File: src/rtl/bsa_pkg.sv
// Shared types and constants of the branch span accumulator.
package bsa_pkg;

  localparam int COUNT_WIDTH_DEF = 32;

  localparam int CFG_ADDR_W = 4;
  localparam int CFG_DATA_W = 32;

  // Register indexes on the configuration port (byte address 4 * index).
  localparam logic [1:0] REG_SPAN_LIMIT  = 2'd0;
  localparam logic [1:0] REG_MAX_BRANCH  = 2'd1;
  localparam logic [1:0] REG_SAMPLE_TYPE = 2'd2;

  localparam logic [31:0] SPAN_LIMIT_RST  = 32'd65536;
  localparam logic [5:0]  MAX_BRANCH_RST  = 6'd32;
  localparam logic [31:0] SAMPLE_TYPE_RST = 32'd9;

  typedef struct packed {
    logic [31:0] span_limit;
    logic [5:0]  max_branch_entries;
    logic [31:0] sample_type_code;
  } bsa_cfg_t;

  typedef struct packed {
    logic [31:0] sample_cnt;
    logic [31:0] entry_cnt;
    logic [63:0] span_total;
    logic        discarding;
    logic        record_end;
  } bsa_res_t;

endpackage

File: src/rtl/perf_branch_span_accumulator.sv
// Top level of the branch span accumulator: stream pipeline and configuration port.
//
// Usage:
//   The in_ channel carries one 64-bit ring buffer word per item in in_tdata.
//   in_tuser set asks for a clear of the statistics counters instead of a word;
//   in_tlast marks the last word before the ring head and returns the parser
//   to the header phase. Every input item gives exactly one result item on
//   the out_ channel with the span sum and the two counters after that item,
//   out_tuser set when the word was dropped and out_tlast set when it ended a
//   record.
//   An item lands in the input register at the edge where it is accepted and
//   its result enters the output register when that register can advance.
//   One item per cycle is sustained while out_tready is high; the path that
//   sets the clock is the branch span subtract, limit compare and 64-bit accumulate.
//   When the receiver stalls the output register holds its result and the
//   input register can still take one more item, so in_tready falls only
//   when both are full.
//   Reset (rst_n low, synchronous) empties both registers, puts the parser
//   in the header phase, zeroes the counters and loads the register defaults.
//   The user must write registers through the cfg_ port only while no item is
//   in flight; the block itself does not enforce this.
module perf_branch_span_accumulator #(
  parameter int COUNT_WIDTH = bsa_pkg::COUNT_WIDTH_DEF
) (
  input  logic                           clk,
  input  logic                           rst_n,
  input  logic                           in_tvalid,
  output logic                           in_tready,
  input  logic [63:0]                    in_tdata,    // [63:0] data_word
  input  logic                           in_tuser,    // [0] func
  input  logic                           in_tlast,
  output logic                           out_tvalid,
  input  logic                           out_tready,
  // [63:0] span_total, [95:64] entry_cnt, [127:96] sample_cnt
  output logic [127:0]                   out_tdata,
  output logic                           out_tuser,   // [0] discarding
  output logic                           out_tlast,
  input  logic                           cfg_psel,
  input  logic                           cfg_penable,
  input  logic                           cfg_pwrite,
  input  logic [bsa_pkg::CFG_ADDR_W-1:0] cfg_paddr,
  input  logic [bsa_pkg::CFG_DATA_W-1:0] cfg_pwdata,
  output logic [bsa_pkg::CFG_DATA_W-1:0] cfg_prdata,
  output logic                           cfg_pready
);
  import bsa_pkg::*;

  bsa_cfg_t cfg;
  bsa_res_t res;
  bsa_res_t out_res_r;

  logic        s1_valid_r;
  logic        s1_func_r;
  logic [63:0] s1_word_r;
  logic        s1_drain_r;
  logic        out_valid_r;
  logic        out_adv;
  logic        s1_adv;
  logic        in_acc;

  assign out_adv   = !out_valid_r || out_tready;
  assign s1_adv    = s1_valid_r && out_adv;
  assign in_tready = !s1_valid_r || out_adv;
  assign in_acc    = in_tvalid && in_tready;

  always_ff @(posedge clk) begin
    if (!rst_n) begin
      s1_valid_r <= 1'b0;
    end else if (in_acc) begin
      s1_valid_r <= 1'b1;
    end else if (s1_adv) begin
      s1_valid_r <= 1'b0;
    end
  end

  always_ff @(posedge clk) begin
    if (in_acc) begin
      s1_func_r  <= in_tuser;
      s1_word_r  <= in_tdata;
      s1_drain_r <= in_tlast;
    end
  end

  always_ff @(posedge clk) begin
    if (!rst_n) begin
      out_valid_r <= 1'b0;
    end else if (s1_adv) begin
      out_valid_r <= 1'b1;
    end else if (out_tready) begin
      out_valid_r <= 1'b0;
    end
  end

  always_ff @(posedge clk) begin
    if (s1_adv) begin
      out_res_r <= res;
    end
  end

  bsa_cfg_regs u_cfg (
    .clk         (clk),
    .rst_n       (rst_n),
    .cfg_psel    (cfg_psel),
    .cfg_penable (cfg_penable),
    .cfg_pwrite  (cfg_pwrite),
    .cfg_paddr   (cfg_paddr),
    .cfg_pwdata  (cfg_pwdata),
    .cfg_prdata  (cfg_prdata),
    .cfg_pready  (cfg_pready),
    .cfg         (cfg)
  );

  bsa_parser #(
    .COUNT_WIDTH (COUNT_WIDTH)
  ) u_parser (
    .clk     (clk),
    .rst_n   (rst_n),
    .item_en (s1_adv),
    .func    (s1_func_r),
    .word    (s1_word_r),
    .drain   (s1_drain_r),
    .cfg     (cfg),
    .res     (res)
  );

  assign out_tvalid = out_valid_r;
  assign out_tdata  = {out_res_r.sample_cnt, out_res_r.entry_cnt, out_res_r.span_total};
  assign out_tuser  = out_res_r.discarding;
  assign out_tlast  = out_res_r.record_end;

endmodule

File: src/rtl/bsa_cfg_regs.sv
// Configuration register file behind the APB-style port.
module bsa_cfg_regs (
  input  logic                           clk,
  input  logic                           rst_n,
  input  logic                           cfg_psel,
  input  logic                           cfg_penable,
  input  logic                           cfg_pwrite,
  input  logic [bsa_pkg::CFG_ADDR_W-1:0] cfg_paddr,
  input  logic [bsa_pkg::CFG_DATA_W-1:0] cfg_pwdata,
  output logic [bsa_pkg::CFG_DATA_W-1:0] cfg_prdata,
  output logic                           cfg_pready,
  output bsa_pkg::bsa_cfg_t              cfg
);
  import bsa_pkg::*;

  logic [31:0] span_limit_r;
  logic [5:0]  max_branch_r;
  logic [31:0] sample_type_r;
  logic        wr_en;
  logic [1:0]  reg_idx;

  assign cfg_pready = 1'b1;
  assign wr_en      = cfg_psel & cfg_penable & cfg_pwrite;
  assign reg_idx    = cfg_paddr[3:2];

  always_ff @(posedge clk) begin
    if (!rst_n) begin
      span_limit_r  <= SPAN_LIMIT_RST;
      max_branch_r  <= MAX_BRANCH_RST;
      sample_type_r <= SAMPLE_TYPE_RST;
    end else if (wr_en) begin
      case (reg_idx)
        REG_SPAN_LIMIT:  span_limit_r  <= cfg_pwdata[31:0];
        REG_MAX_BRANCH:  max_branch_r  <= cfg_pwdata[5:0];
        REG_SAMPLE_TYPE: sample_type_r <= cfg_pwdata[31:0];
        default: begin
        end
      endcase
    end
  end

  always_comb begin
    case (reg_idx)
      REG_SPAN_LIMIT:  cfg_prdata = span_limit_r;
      REG_MAX_BRANCH:  cfg_prdata = {26'd0, max_branch_r};
      REG_SAMPLE_TYPE: cfg_prdata = sample_type_r;
      default:         cfg_prdata = '0;
    endcase
  end

  assign cfg.span_limit         = span_limit_r;
  assign cfg.max_branch_entries = max_branch_r;
  assign cfg.sample_type_code   = sample_type_r;

endmodule

File: src/rtl/bsa_parser.sv
// Record parser state and statistics counters, updated once per processed item.
module bsa_parser #(
  parameter int COUNT_WIDTH = bsa_pkg::COUNT_WIDTH_DEF
) (
  input  logic              clk,
  input  logic              rst_n,
  input  logic              item_en,
  input  logic              func,
  input  logic [63:0]       word,
  input  logic              drain,
  input  bsa_pkg::bsa_cfg_t cfg,
  output bsa_pkg::bsa_res_t res
);
  import bsa_pkg::*;

  localparam logic [2:0] PH_HEADER = 3'd0;
  localparam logic [2:0] PH_IP     = 3'd1;
  localparam logic [2:0] PH_NR     = 3'd2;
  localparam logic [2:0] PH_TRIPLE = 3'd3;
  localparam logic [2:0] PH_SKIP   = 3'd4;

  logic [2:0]             phase_r, phase_nxt;
  logic [12:0]            wleft_r, wleft_nxt;
  logic [5:0]             branches_r, branches_nxt;
  logic [1:0]             tpos_r, tpos_nxt;
  logic [63:0]            from_r, from_nxt;
  logic [63:0]            sum_r, sum_nxt;
  logic [COUNT_WIDTH-1:0] acc_r, acc_nxt;
  logic [COUNT_WIDTH-1:0] vs_r, vs_nxt;
  logic                   disc_r, disc_nxt;

  logic [15:0] hdr_size;
  logic [12:0] hdr_wleft;
  logic [12:0] wleft_dec;
  logic [5:0]  branches_dec;
  logic        nr_ok;
  logic [63:0] diff_fw;
  logic [63:0] diff_wf;
  logic [63:0] span;
  logic        span_ok;
  logic        dropped;
  logic        rec_end;
  logic [63:0] acc_ext;
  logic [63:0] vs_ext;

  assign hdr_size     = word[63:48];
  assign hdr_wleft    = hdr_size[15:3] - 13'd1;
  assign wleft_dec    = wleft_r - 13'd1;
  assign branches_dec = branches_r - 6'd1;
  assign nr_ok        = (word != 64'd0) && (word[63:6] == 58'd0)
                        && (word[5:0] <= cfg.max_branch_entries);
  assign diff_fw      = from_r - word;
  assign diff_wf      = word - from_r;
  assign span         = (from_r > word) ? diff_fw : diff_wf;
  assign span_ok      = (span[63:32] == 32'd0) && (span[31:0] <= cfg.span_limit);

  always_comb begin
    phase_nxt    = phase_r;
    wleft_nxt    = wleft_r;
    branches_nxt = branches_r;
    tpos_nxt     = tpos_r;
    from_nxt     = from_r;
    sum_nxt      = sum_r;
    acc_nxt      = acc_r;
    vs_nxt       = vs_r;
    disc_nxt     = disc_r;
    dropped      = 1'b0;
    rec_end      = 1'b0;

    if (func) begin
      // A clear request consumes no word and leaves the parser alone.
      sum_nxt = '0;
      acc_nxt = '0;
      vs_nxt  = '0;
      dropped = disc_r;
    end else if (disc_r) begin
      dropped = 1'b1;
    end else if (phase_r == PH_HEADER) begin
      if (hdr_size < 16'd8) begin
        disc_nxt = 1'b1;
        dropped  = 1'b1;
      end else begin
        wleft_nxt    = hdr_wleft;
        branches_nxt = '0;
        tpos_nxt     = '0;
        if (hdr_wleft == 13'd0) begin
          rec_end   = 1'b1;
          phase_nxt = PH_HEADER;
        end else if (word[31:0] == cfg.sample_type_code) begin
          phase_nxt = PH_IP;
        end else begin
          phase_nxt = PH_SKIP;
        end
      end
    end else begin
      case (phase_r)
        PH_IP: phase_nxt = PH_NR;
        PH_NR: begin
          if (nr_ok) begin
            vs_nxt       = vs_r + COUNT_WIDTH'(1);
            branches_nxt = word[5:0];
            tpos_nxt     = '0;
            phase_nxt    = PH_TRIPLE;
          end else begin
            phase_nxt = PH_SKIP;
          end
        end
        PH_TRIPLE: begin
          if (tpos_r == 2'd0) begin
            from_nxt = word;
            tpos_nxt = 2'd1;
          end else if (tpos_r == 2'd1) begin
            if (span_ok) begin
              sum_nxt = sum_r + span;
              acc_nxt = acc_r + COUNT_WIDTH'(1);
            end
            tpos_nxt = 2'd2;
          end else begin
            tpos_nxt     = 2'd0;
            branches_nxt = branches_dec;
            if (branches_dec == 6'd0) begin
              phase_nxt = PH_SKIP;
            end
          end
        end
        default: phase_nxt = PH_SKIP;
      endcase
      wleft_nxt = wleft_dec;
      if (wleft_dec == 13'd0) begin
        rec_end   = 1'b1;
        phase_nxt = PH_HEADER;
      end
    end

    // Drain end returns the parser to the header phase, even mid-record.
    if (!func && drain) begin
      phase_nxt    = PH_HEADER;
      wleft_nxt    = '0;
      branches_nxt = '0;
      tpos_nxt     = '0;
      disc_nxt     = 1'b0;
    end
  end

  always_ff @(posedge clk) begin
    if (!rst_n) begin
      phase_r    <= PH_HEADER;
      wleft_r    <= '0;
      branches_r <= '0;
      tpos_r     <= '0;
      from_r     <= '0;
      sum_r      <= '0;
      acc_r      <= '0;
      vs_r       <= '0;
      disc_r     <= 1'b0;
    end else if (item_en) begin
      phase_r    <= phase_nxt;
      wleft_r    <= wleft_nxt;
      branches_r <= branches_nxt;
      tpos_r     <= tpos_nxt;
      from_r     <= from_nxt;
      sum_r      <= sum_nxt;
      acc_r      <= acc_nxt;
      vs_r       <= vs_nxt;
      disc_r     <= disc_nxt;
    end
  end

  assign acc_ext = 64'(acc_nxt);
  assign vs_ext  = 64'(vs_nxt);

  assign res.span_total = sum_nxt;
  assign res.entry_cnt  = acc_ext[31:0];
  assign res.sample_cnt = vs_ext[31:0];
  assign res.discarding = dropped;
  assign res.record_end = rec_end;

`ifndef SYNTHESIS
  a_clear_zeroes: assert property (@(posedge clk) disable iff (!rst_n)
    (item_en && func) |=> (sum_r == 64'd0 && acc_r == '0 && vs_r == '0))
    else $error("clear request did not zero the counters");

  a_drain_resets: assert property (@(posedge clk) disable iff (!rst_n)
    (item_en && !func && drain) |=> (phase_r == PH_HEADER && !disc_r && wleft_r == 13'd0))
    else $error("drain end did not return the parser to the header phase");

  a_discard_frozen: assert property (@(posedge clk) disable iff (!rst_n)
    (item_en && !func && disc_r) |=> (sum_r == $past(sum_r) && acc_r == $past(acc_r)
                                      && vs_r == $past(vs_r)))
    else $error("counters moved while words were being discarded");

  a_discard_from_header: assert property (@(posedge clk) disable iff (!rst_n)
    $rose(disc_r) |-> ($past(phase_r) == PH_HEADER))
    else $error("discard mode entered outside the header phase");
`endif

endmodule
File: config.mk
export PLATFORM = sky130hd
export DESIGN_NAME = perf_branch_span_accumulator
export DESIGN_NICKNAME = d
export VERILOG_FILES = /design/src/rtl/bsa_pkg.sv /design/src/rtl/perf_branch_span_accumulator.sv /design/src/rtl/bsa_cfg_regs.sv /design/src/rtl/bsa_parser.sv
export SDC_FILE = /design/constraint.sdc
export NUM_CORES = 2
export LEC_CHECK = 0
export BUFFER_PORTS_ARGS = -buffer_cell sky130_fd_sc_hd__buf_2
export CORE_MARGIN = 5
export CORE_UTILIZATION = 35
export DETAILED_ROUTE_END_ITERATION = 8
export GPL_TIMING_DRIVEN = 1
export PLACE_DENSITY = 0.61
export SETUP_SLACK_MARGIN = 0.2
export SYNTH_ARGS = -nofsm -noshare
export SYNTH_HDL_FRONTEND = slang
export SYNTH_SLANG_ARGS = --single-unit
export TNS_END_PERCENT = 100
File: constraint.sdc
create_clock -name clk -period 9.6 [get_ports clk]
set_input_delay 0.48 -clock clk [delete_from_list [all_inputs] [get_ports clk]]
set_output_delay 0.48 -clock clk [all_outputs]
set_load 0.02 [all_outputs]
* Word-level counts from Yosys, hierarchy flattened *
Index checks and enable logic that the tools add are counted.

word-level totals
  register bits after elaboration = 485
  word-level logic and storage cells = 157
  input bits = 109
  output and inout port bits = 165

operators by class
  bitwise logic cells = 5
  add/subtract/negate cells = 8
  muxes and demuxes = 70
  eq/ne operators = 16
  reduce and logical (&&, ||, !) cells = 32
  magnitude comparators = 4

operators with widths
  kind                                                                            count
  64-bit 2-to-1 mux                                                               8
  32-bit 2-to-1 mux                                                               12
  64-bit subtractor                                                               2
  32-bit case mux with 3 select lines                                             1
  13-bit 2-to-1 mux                                                               5
  32-bit by 1-bit adder with 32-bit output (second input constant)                2
  64-bit adder                                                                    1
  64-bit > comparator                                                             1
  64-bit nonzero test                                                             1
  58-bit zero test                                                                1
  6-bit 2-to-1 mux                                                                8
  3-bit 2-to-1 mux                                                                12
  32-bit equality test                                                            1
  32-bit less-or-equal comparator                                                 1
  32-bit zero test                                                                1
  13-bit zero test                                                                2
  13-bit by 1-bit subtractor with 13-bit output (second input constant)           2
  16-bit by 4-bit less-than comparator with 1-bit output (second input constant)  1
  2-bit 2-to-1 mux                                                                8
  1-bit 2-to-1 mux                                                                13
  6-bit case mux with 2 select lines                                              1
  6-bit AND reduction                                                             2
  5-bit by 4-bit inequality test with 1-bit output (second input constant)        2
  3-bit case mux with 3 select lines                                              1
  other kinds (28)                                                                46

* Longest topological paths before layout *
  depth in word-level cells = 11
  depth in mapped cells = 37
  gate-level depth less buffers = 32

* Cells and area by module *
From an unflattened synthesis, not the netlist that was laid out.

second synthesis, totals
  cells, all modules = 4011
  area, all modules = 33681.1 sq um

modules (own cells, without submodules)
  module                        area each (sq um)  seq. area each (sq um)  instances  cells an instance
  bsa_parser                    24462.2            4344.2                  1          3454
  perf_branch_span_accumulator  5989.5             5925.7                  1          205
  bsa_cfg_regs                  3229.3             1401.3                  1          352

* Worst setup path before layout *
OpenSTA, ideal clock, no wires.

  kind = register to register
  from = register s1_word_r[13]
  to = register out_res_r, in the netlist out_tdata[60], data pin
  setup time = 0.147 ns
  cell stages (with the launch flop) = 33
  setup slack = 2.492 ns
  path buffers = 6
  data required time = 9.453 ns
  arrival time = 6.962 ns
  clock period less this slack = 7.108 ns
  cell sequence = edfxtp_1 -> inv_1 -> ha_1 -> clkbuf_1 -> nand4_1 -> nor3_1 -> nand4_1 -> a21oi_1 -> nor4_2 -> nor2_2 -> buf_2 -> buf_2 -> clkbuf_1 -> buf_1 -> clkbuf_1 -> mux2i_1 -> xnor2_1 -> ha_1 -> a211oi_1 -> o21ai_0 -> a31oi_1 -> o21ai_0 -> a21oi_1 -> o21ai_0 -> a31oi_1 -> o221ai_1 -> o41a_1 -> a21o_1 -> a21o_1 -> a21oi_1 -> xnor2_1 -> nand2_1 -> a21oi_1

RTL lines
  element                 RTL line                            text
  from (decl)             perf_branch_span_accumulator.sv:54  logic [63:0] s1_word_r;
  from (signal assigned)  perf_branch_span_accumulator.sv:79  s1_word_r <= in_tdata;
  to (signal assigned)    perf_branch_span_accumulator.sv:96  out_res_r <= res;
  to (decl)               perf_branch_span_accumulator.sv:50  bsa_res_t out_res_r;

==> metrics <==
setup TNS=0 ns; Clock transition at path regs=0.06 ns; Setup Skew=0.04354 ns; largest net degree at the start of global routing=111; final hold viol count=0; EDFF count, synth=196; reg2reg setup slack=1.05 ns; starting density of the core=35.15%; RSZ-0062 raised after global routing=false; yosys synthesis warning count=0; CP delay by family, top=compound AO/OA/AOI/OAI gates; CP required=10.11 ns; Final Wtd Congestion=0.9697; reg2reg start=s1_word_r[43]; worst-path fanout max=19; ys flop type=dfxtp_1; post-layout min period=8.554 ns; final setup vio count=0; WP buf/inv=2; Fill cells=9942; cells after synthesis=4097; Synth Cell Area=33890 um^2; Placeable Area=96420 um^2; leakage power=14.92 nW; Hold Path Stages=1; Crit Reg-Reg Endpoint=out_tdata[60]; site row count=114; DR WL/cell=19.96 um; CTS tree=done; vias=30890; layout cells sized above 1=10.85%; total of max-cap violations=0; # nets final=4666; total power=0.005257 W; post-synth top area share=17.36%; worst skew pair latency=0.66 ns; PnR worst setup slack=1.046 ns; critical setup path kind=reg -> reg; worst vdd ir=88.80 uV; DP Area=36410 um^2; Synth Register Bits=485; Hold Crit Class=in -> reg; Distinct cells, synth=97; Final HPWL DP=85.52 mm; first-pass GRT wire length=171.1 mm; syn nets=4458; top cells by instance count after synthesis=558 x nand2_1, 361 x a21oi_1, 289 x dfxtp_1; Setup Buffers After CTS=0; worst relative slew slack=19.66%; Slew Limit Fails=0; Max Clk Rate=0.1169 GHz; run status=finished clean; Design Area, Final=38830 um^2; die area=103200 um^2; clock buffer count from CTS=55; Post-synth ARST share=0%; Post-Route WL=112.3 mm; die height=321.2 um; final core utilization=40.27%; 1st-pass router iterations=6; Hold EP=s1_word_r[28]; CP arrival=9.06 ns; multi-input logic area=20400 um^2; Root Driver=clkbuf_16; Reg2Reg Depth=28; Worst Tran Pin Value=1.194 ns; Sink Count=485; Final period util=89.10%; pwr/cell area=135.4 nW/um^2; vias in the first global route=28990; min-delay src=in_tdata[28]; CP most frequent cell=a21oi_1; largest area contributor in the netlist=edfxtp_1; Post-route DRC=0; CP Launch Type=register; number of H-tree branching levels=2; initial antenna violation count=2; Setup crit end kind=register; die width=321.2 um; Avg Inst Size Synth=8.273 um^2; drt first-iter violations=2479; I/O Buffers=270; Area growth syn-to-layout=14.55%; Area contributors post-synth=edfxtp_1 17%, dfxtp_1 17%, ha_1 9.2%; Total Routing Usage GR=20.72%; sequential-to-total area share from yosys stat=34.43%; Crit-path slowest cell=xor2_1; Setup Slack @ Placement=1.238 ns; most numerous cell in the Yosys netlist=nand2_1; Vias/cell=5.487; Critical Path Max Stage Delay=0.63 ns; Max Root-Sink Buffers=3; register area=11670 um^2; I/O pins=274; GR Overflow Total=0; Post-DRT Antenna Nets=0
-- placed cells by master, fill, tap and decap left out, types with 10 or more instances in the layout --
master	n
mux2i_1	68
clkbuf_8	12
a21oi_1	361
inv_1	225
a31oi_1	39
buf_4	57
nand3_1	67
xnor2_1	130
nor2b_1	53
nor2_1	275
nor4_1	39
nand2b_1	21
a22oi_1	14
a21boi_0	163
and3_1	30
nand2_1	558
o21bai_1	46
nand4_1	92
edfxtp_1	196
a22o_1	58
o31ai_1	30
o211ai_1	15
clkinv_2	13
buf_2	269
o21a_1	35
nor3_1	74
dfxtp_1	289
a21o_1	104
o21ai_0	275
nor3b_1	10
clkbuf_16	57
dlygate4sd3_1	48
ha_1	249
and2_1	23
a211oi_1	18
or3_1	26
xor2_1	100
-- cell families after synthesis --
| logic type | share of synthesized area (%) |
|---|---|
| simple gates | 18.44 |
| compound gates | 24.02 |
| flops | 34.43 |
| buf+inv | 5.530 |
| fa+ha+maj | 9.369 |
| xor+xnor | 5.991 |
| mux | 2.208 |
| other cells | 0.01106 |
-- worst register-to-register path: cells and delay by family, from the launching register on --
kind,cells,cell delay [ns]
compound gates,16,4.09
xor+xnor,2,0.79
fa+ha+maj,2,1.01
buf+inv,2,0.34
flops,1,0.59
simple gates,6,1.63
-- final cells by class --
type	count	area share [%]
timing repair buffer	380	6.116
multi-input combinational	3157	52.54
tap	1276	4.112
antenna	1	0.006445
inverter	226	2.198
clock buffer	77	4.180
clock inverter	27	0.7895
sequential	485	30.06
-- what timing repair did --
action	CTS	global route
hold endpoints to repair	48	0
endpoints found under the setup margin	0	0
resized for setup	0	0
hold buffers	48	0
-- power breakdown --
part / internal, W / switching, W / total (W)
Clock: 0.00127 / 0.000940 / 0.00221
Sequential: 0.00219 / 0.0000493 / 0.00224
Combinational: 0.000273 / 0.000526 / 0.000799
Total: 0.00374 / 0.00152 / 0.00526
-- stage by stage --
stage | std cells | hold WS [ns]
after floorplan | 4097 | 0.4472
after global placement | 5476 | 0.4638
after detailed placement | 5476 | 0.4707
after CTS | 5628 | 0.000006717
after global routing | 5628 | 0.007011
final | 5629 | 0.03392
-- metal layers --
metal  up-vias  track usage [%]  routed length, um
li1      15060                -                  -
met1     14670            28.79              51070
met2       963            32.64              49550
met3       191            3.448               7253
met4         0            7.440               4471
met5         -                0                  0
-- worst max-delay path by stage --
stage / start / end / cells past startpoint
floorplan: s1_word_r[13] / out_tdata[60] / 32
global route: s1_word_r[43] / out_tdata[60] / 28
CTS: s1_word_r[43] / out_tdata[60] / 28
global placement: s1_word_r[43] / out_tdata[60] / 28
detailed placement: s1_word_r[43] / out_tdata[60] / 28
finish: s1_word_r[43] / out_tdata[60] / 28
-- flip-flops by register name, indices dropped and copies added, names as in the netlist, 2 cells and up --
| signal | cells |
|---|---|
| out_tdata | 128 |
| s1_word_r | 64 |
| u_cfg.max_branch_r | 6 |
| u_cfg.sample_type_r | 32 |
| u_cfg.span_limit_r | 32 |
| u_parser.acc_r | 32 |
| u_parser.branches_r | 6 |
| u_parser.from_r | 64 |
| u_parser.phase_r | 3 |
| u_parser.sum_r | 64 |
| u_parser.tpos_r | 2 |
| u_parser.vs_r | 32 |
| u_parser.wleft_r | 13 |
No activity file was read; power rests on OpenSTA's default activity.
